File: src/hdl/bdq_pkg.sv
package bdq_pkg;

   localparam int DEPTH_DEF = 1024;
   localparam int DATA_W    = 32;
   localparam int KIND_W    = 3;
   localparam int CAP_W     = 11;

   localparam logic [CAP_W-1:0] CAP_RESET = CAP_W'(1024);

   localparam logic [KIND_W-1:0] KIND_PUSH_FRONT = 3'd0;
   localparam logic [KIND_W-1:0] KIND_PUSH_BACK  = 3'd1;
   localparam logic [KIND_W-1:0] KIND_POP_FRONT  = 3'd2;
   localparam logic [KIND_W-1:0] KIND_POP_BACK   = 3'd3;
   localparam logic [KIND_W-1:0] KIND_STATUS     = 3'd4;

   typedef struct packed {
      logic take;   // request accepted this cycle
      logic exec;   // update pointers and store
      logic rd;     // read front and rear entries
   } cmd_type;

endpackage

File: src/hdl/bdq_ctrl.sv
module bdq_ctrl (
   input  logic             clock,
   input  logic             reset,
   input  logic             start,
   output logic             busy,
   output logic             rsp_strobe,
   output bdq_pkg::cmd_type cmd
);
   import bdq_pkg::*;

   typedef enum logic [1:0] {
      ST_IDLE,
      ST_EXEC,
      ST_READ,
      ST_RESP
   } state_type;

   state_type state_ff;
   logic      busy_ff;
   logic      exec_ff;
   logic      rd_ff;
   logic      strobe_ff;
   logic      take;

   assign take = start & ~busy_ff;

   always_ff @(posedge clock) begin
      if (reset) begin
         state_ff  <= ST_IDLE;
         busy_ff   <= 1'b0;
         exec_ff   <= 1'b0;
         rd_ff     <= 1'b0;
         strobe_ff <= 1'b0;
      end else begin
         exec_ff   <= 1'b0;
         rd_ff     <= 1'b0;
         strobe_ff <= 1'b0;
         case (state_ff)
            ST_IDLE, ST_RESP: begin
               if (take) begin
                  state_ff <= ST_EXEC;
                  busy_ff  <= 1'b1;
                  exec_ff  <= 1'b1;
               end else begin
                  state_ff <= ST_IDLE;
               end
            end
            ST_EXEC: begin
               state_ff <= ST_READ;
               rd_ff    <= 1'b1;
            end
            ST_READ: begin
               state_ff  <= ST_RESP;
               busy_ff   <= 1'b0;
               strobe_ff <= 1'b1;
            end
            default: begin
               state_ff <= ST_IDLE;
               busy_ff  <= 1'b0;
            end
         endcase
      end
   end

   assign busy       = busy_ff;
   assign rsp_strobe = strobe_ff;
   assign cmd.take   = take;
   assign cmd.exec   = exec_ff;
   assign cmd.rd     = rd_ff;

   a_cmd_exclusive: assert property (@(posedge clock) disable iff (reset)
      $onehot0({cmd.take, cmd.exec, cmd.rd, rsp_strobe}) || (cmd.take && rsp_strobe))
      else $error("controller commands overlap");

   a_take_then_exec: assert property (@(posedge clock) disable iff (reset)
      !reset && cmd.take |=> cmd.exec && busy)
      else $error("accepted request not executed");

   a_strobe_after_read: assert property (@(posedge clock) disable iff (reset)
      !reset && cmd.rd |=> rsp_strobe && !busy)
      else $error("response not issued after read");

endmodule

File: config.mk
export PLATFORM = sky130hd
export DESIGN_NAME = bdq_ctrl
export DESIGN_NICKNAME = d
export VERILOG_FILES = /design/src/hdl/bdq_pkg.sv /design/src/hdl/bdq_ctrl.sv
export SDC_FILE = /design/constraint.sdc
export NUM_CORES = 1
export LEC_CHECK = 0
export ABC_AREA = 1
export BUFFER_PORTS_ARGS = -buffer_cell sky130_fd_sc_hd__buf_2
export CORE_AREA = 2 2 39 41
export CTS_BUF_LIST = sky130_fd_sc_hd__clkbuf_16
export DETAILED_ROUTE_END_ITERATION = 6
export DIE_AREA = 0 0 41 43
export HOLD_SLACK_MARGIN = 0.03
export SLEW_MARGIN = 40
export SYNTH_ARGS = -nofsm -noshare
export SYNTH_HDL_FRONTEND = slang
export SYNTH_SLANG_ARGS = --single-unit
File: constraint.sdc
create_clock -name clock -period 1.3 [get_ports clock]
set_input_delay 0.13 -clock clock [delete_from_list [all_inputs] [get_ports clock]]
set_output_delay 0.13 -clock clock [all_outputs]
set_load 0.01 [all_outputs]
==> metrics.log <==
[metrics] remaining global-route overflow: 0
[metrics] final-report max-slew violation count: 0
[metrics] wire per inst: 7.25 um
[metrics] achievable frequency: 0.904 GHz
[metrics] clock sink count: 6
[metrics] count of endpoints failing hold in the final timing report: 0
[metrics] cell count after synthesis: 33
[metrics] number of buffers added by the clock tree synthesis step: 3
[metrics] share of total power in combinational logic: just under 20%
[metrics] initial drt markers: 4
[metrics] final worst path period share: between 80% and 90%
[metrics] areal power density over the cells: 2420 nW/um^2
[metrics] Synth area leaders: dfxtp_1 (44%), ha_1 (14%), inv_1 (12%)
[metrics] Internal: 696 uW
[metrics] portion of total power attributed to sequential cells: 27.5%
[metrics] antenna cell count: 0
[metrics] class of the most critical setup path: flop to flop
[metrics] overall die area: 1760 sq um
[metrics] floorplan row count: 14
[metrics] relative contribution of the clock network to total power: 53.3%
[metrics] sort of element at the end of the critical path: flop
[metrics] largest net degree at the start of global routing: 7
[metrics] Core Box Area: 1380 sq um
[metrics] CP Max Fanout: 3
[metrics] Die X: 41 um
[metrics] cells resized by post-CTS repair: 0
[metrics] count of port buffers added during placement: 7
[metrics] Post-Syn Area per Cell: around 8.2 sq um
[metrics] sort of element at the start of the critical path: flop
[metrics] height of the die: 43 um
[metrics] share of layout cells above drive strength 1: 30.0%
[metrics] first-pass GRT wire length: 676 um
[metrics] critical path required time: 1420 ps
[metrics] DR pass1 iterations: 2
[metrics] fraction of the yosys area taken by sequential cells: 44.2%
[metrics] dpl hpwl: 307 um
[metrics] post-detailed-route DRC marker count: 0
[metrics] Synth Warn #: 0
[metrics] VDD IR-drop max: around 0.88 mV
[metrics] leading cell type in the layout, fill and taps excluded: inv_1
[metrics] number of global-route vias before repair: 181
[metrics] post-layout min period: 1110 ps
[metrics] clock skew: approximately 0.4 ps
[metrics] Cell Count, Final, Fillers Out: 56
[metrics] overall power: between 900 and 1000 uW
[metrics] wire length after detailed routing: 406 um
[metrics] count of vias placed by the detailed router: between 150 and 200
[metrics] hold slack: between 100 and 150 ps
[metrics] Least-Margin Pin Slew: between 100 and 150 ps
[metrics] average vias per placed instance: 3.43
[metrics] clock root cell: clkbuf_16
[metrics] critical path data arrival time: between 1000 and 1500 ps
[metrics] Max H-tree Level: 1
[metrics] setup-violating endpoint count in the final report: 0
[metrics] FF+latch count, synth: 6
[metrics] static leakage: 0.000201 uW
[metrics] area added between synthesis and finish: 39.6%
[metrics] library cell with the largest summed area after synthesis: dfxtp_1
[metrics] I/O Pins: 8
[metrics] cell area after synthesis: 272 sq um
[metrics] # placed instances: 53
[metrics] GPL Wtd Cong: 0.800
[metrics] clock-pin slew on the worst setup and hold paths: about 30 ps
[metrics] maximum count of clock buffers along a single path: 2
[metrics] number of max-cap violations: 0
[metrics] leading cell types in the layout, fill and taps excluded: inv_1 (9), buf_2 (7), dfxtp_1 (6)
[metrics] all-layer global routing usage: 6.74%
[metrics] CTS tree: built
[metrics] fraction of synthesized cell area taken by the top area cell type: 44.2%
[metrics] sw frac: 24.2%
[metrics] post-CTS repair timing setup buffer count: 0
[metrics] Setup TNS Final: 0 ps
[metrics] number of antenna violations at the first check in global routing: 0
[metrics] count of cells along the worst register-to-register path: 7
[metrics] WHS Path Cells: 2
[metrics] worst-skew pair later-pin latency: 230 ps
[metrics] Nets: 48
[metrics] unrepaired setup endpoints after global routing: false
[metrics] Rel. slew slack: 92.4%
[metrics] type of the worst min-delay path: input port to flop
[metrics] post-synthesis net count: 39
[metrics] number of distinct standard cells referenced by the synthesized netlist: 10
[metrics] status: finished, final reports clean
[metrics] initial core utilization: 19.6%
[metrics] number of buffers inserted by hold repair at cts: 0
[metrics] net switching power of the design: approximately 220 uW
[metrics] post-route ant nets: 0
layout make-up:
type / instances / area (sq um)
repair buffers: 7 / 35.0
clock buffers: 3 / 75.1
flip-flops and latches: 6 / 120
fillers: 152 / 1000
multi-input cells: 15 / 95.1
inverters: 9 / 33.8
well taps: 16 / 20.0
cells in the mapped netlist:
cell type and n:
inv_1 9, dfxtp_1 6, nor2_1 5, buf_4 3
ha_1 3, nand2_1 2, nand3_1 2, a21oi_1 1
nand2_2 1, nand3_2 1
through the flow:
stage	setup slack (ps)	util (%)	cell area [sq um]
after global placement	209	22.0	304
after global routing	90.1	27.4	379
after detailed placement	186	22.0	304
final	194	27.4	379
after CTS	183	27.4	379
after floorplan	266	-	272
layer usage:
metal | GRT usage, % | part of all wire (%) | up-vias
met4 | 6.00 | 0 | 0
met2 | 7.50 | 45 | 7
met3 | 7.85 | 15 | 0
met1 | 6.15 | 40 | 79
met5 | 0 | 0 | -
li1 | - | - | 106
power by group through the flow:
stage	clock, uW	sequential [uW]	combinational, uW
5_1_grt	513	259	204
2_1_floorplan	0	261	139
3_3_place_gp	0	254	176
3_5_place_dp	0	255	179
4_1_cts	501	253	180
6_report	489	252	177
state kept, by name, indices dropped and copies added, names as in the netlist:
signal,flops
rsp_strobe,1
state_ff,2
exec_ff,1
rd_ff,1
busy,1
critical path: stages (launching register included):
cell	delay, ps
dfxtp_1	320
inv_1	60
ha_1	330
inv_1	60
nand2_2	70
nand2_1	50
nand3_1	60
nand2_1	50
path summary, 6_finish.rpt:
check | startpoint | end | slack, ps
max | state_ff[0] | busy | 190
min | reset | rsp_strobe | 150
max reg2reg | state_ff[0] | busy | 190
min reg2reg | busy | busy | 500
kinds of logic after synthesis:
logic type	count (synthesis)	share of synthesized area (%)
adder cells (fa/ha/maj)	3	13.8
flip-flops	6	44.2
AND/OR/NAND/NOR	11	19.4
buffers and inverters	12	20.7
AO/OA/AOI/OAI	1	1.84
No activity file was read; power rests on OpenSTA's default activity.
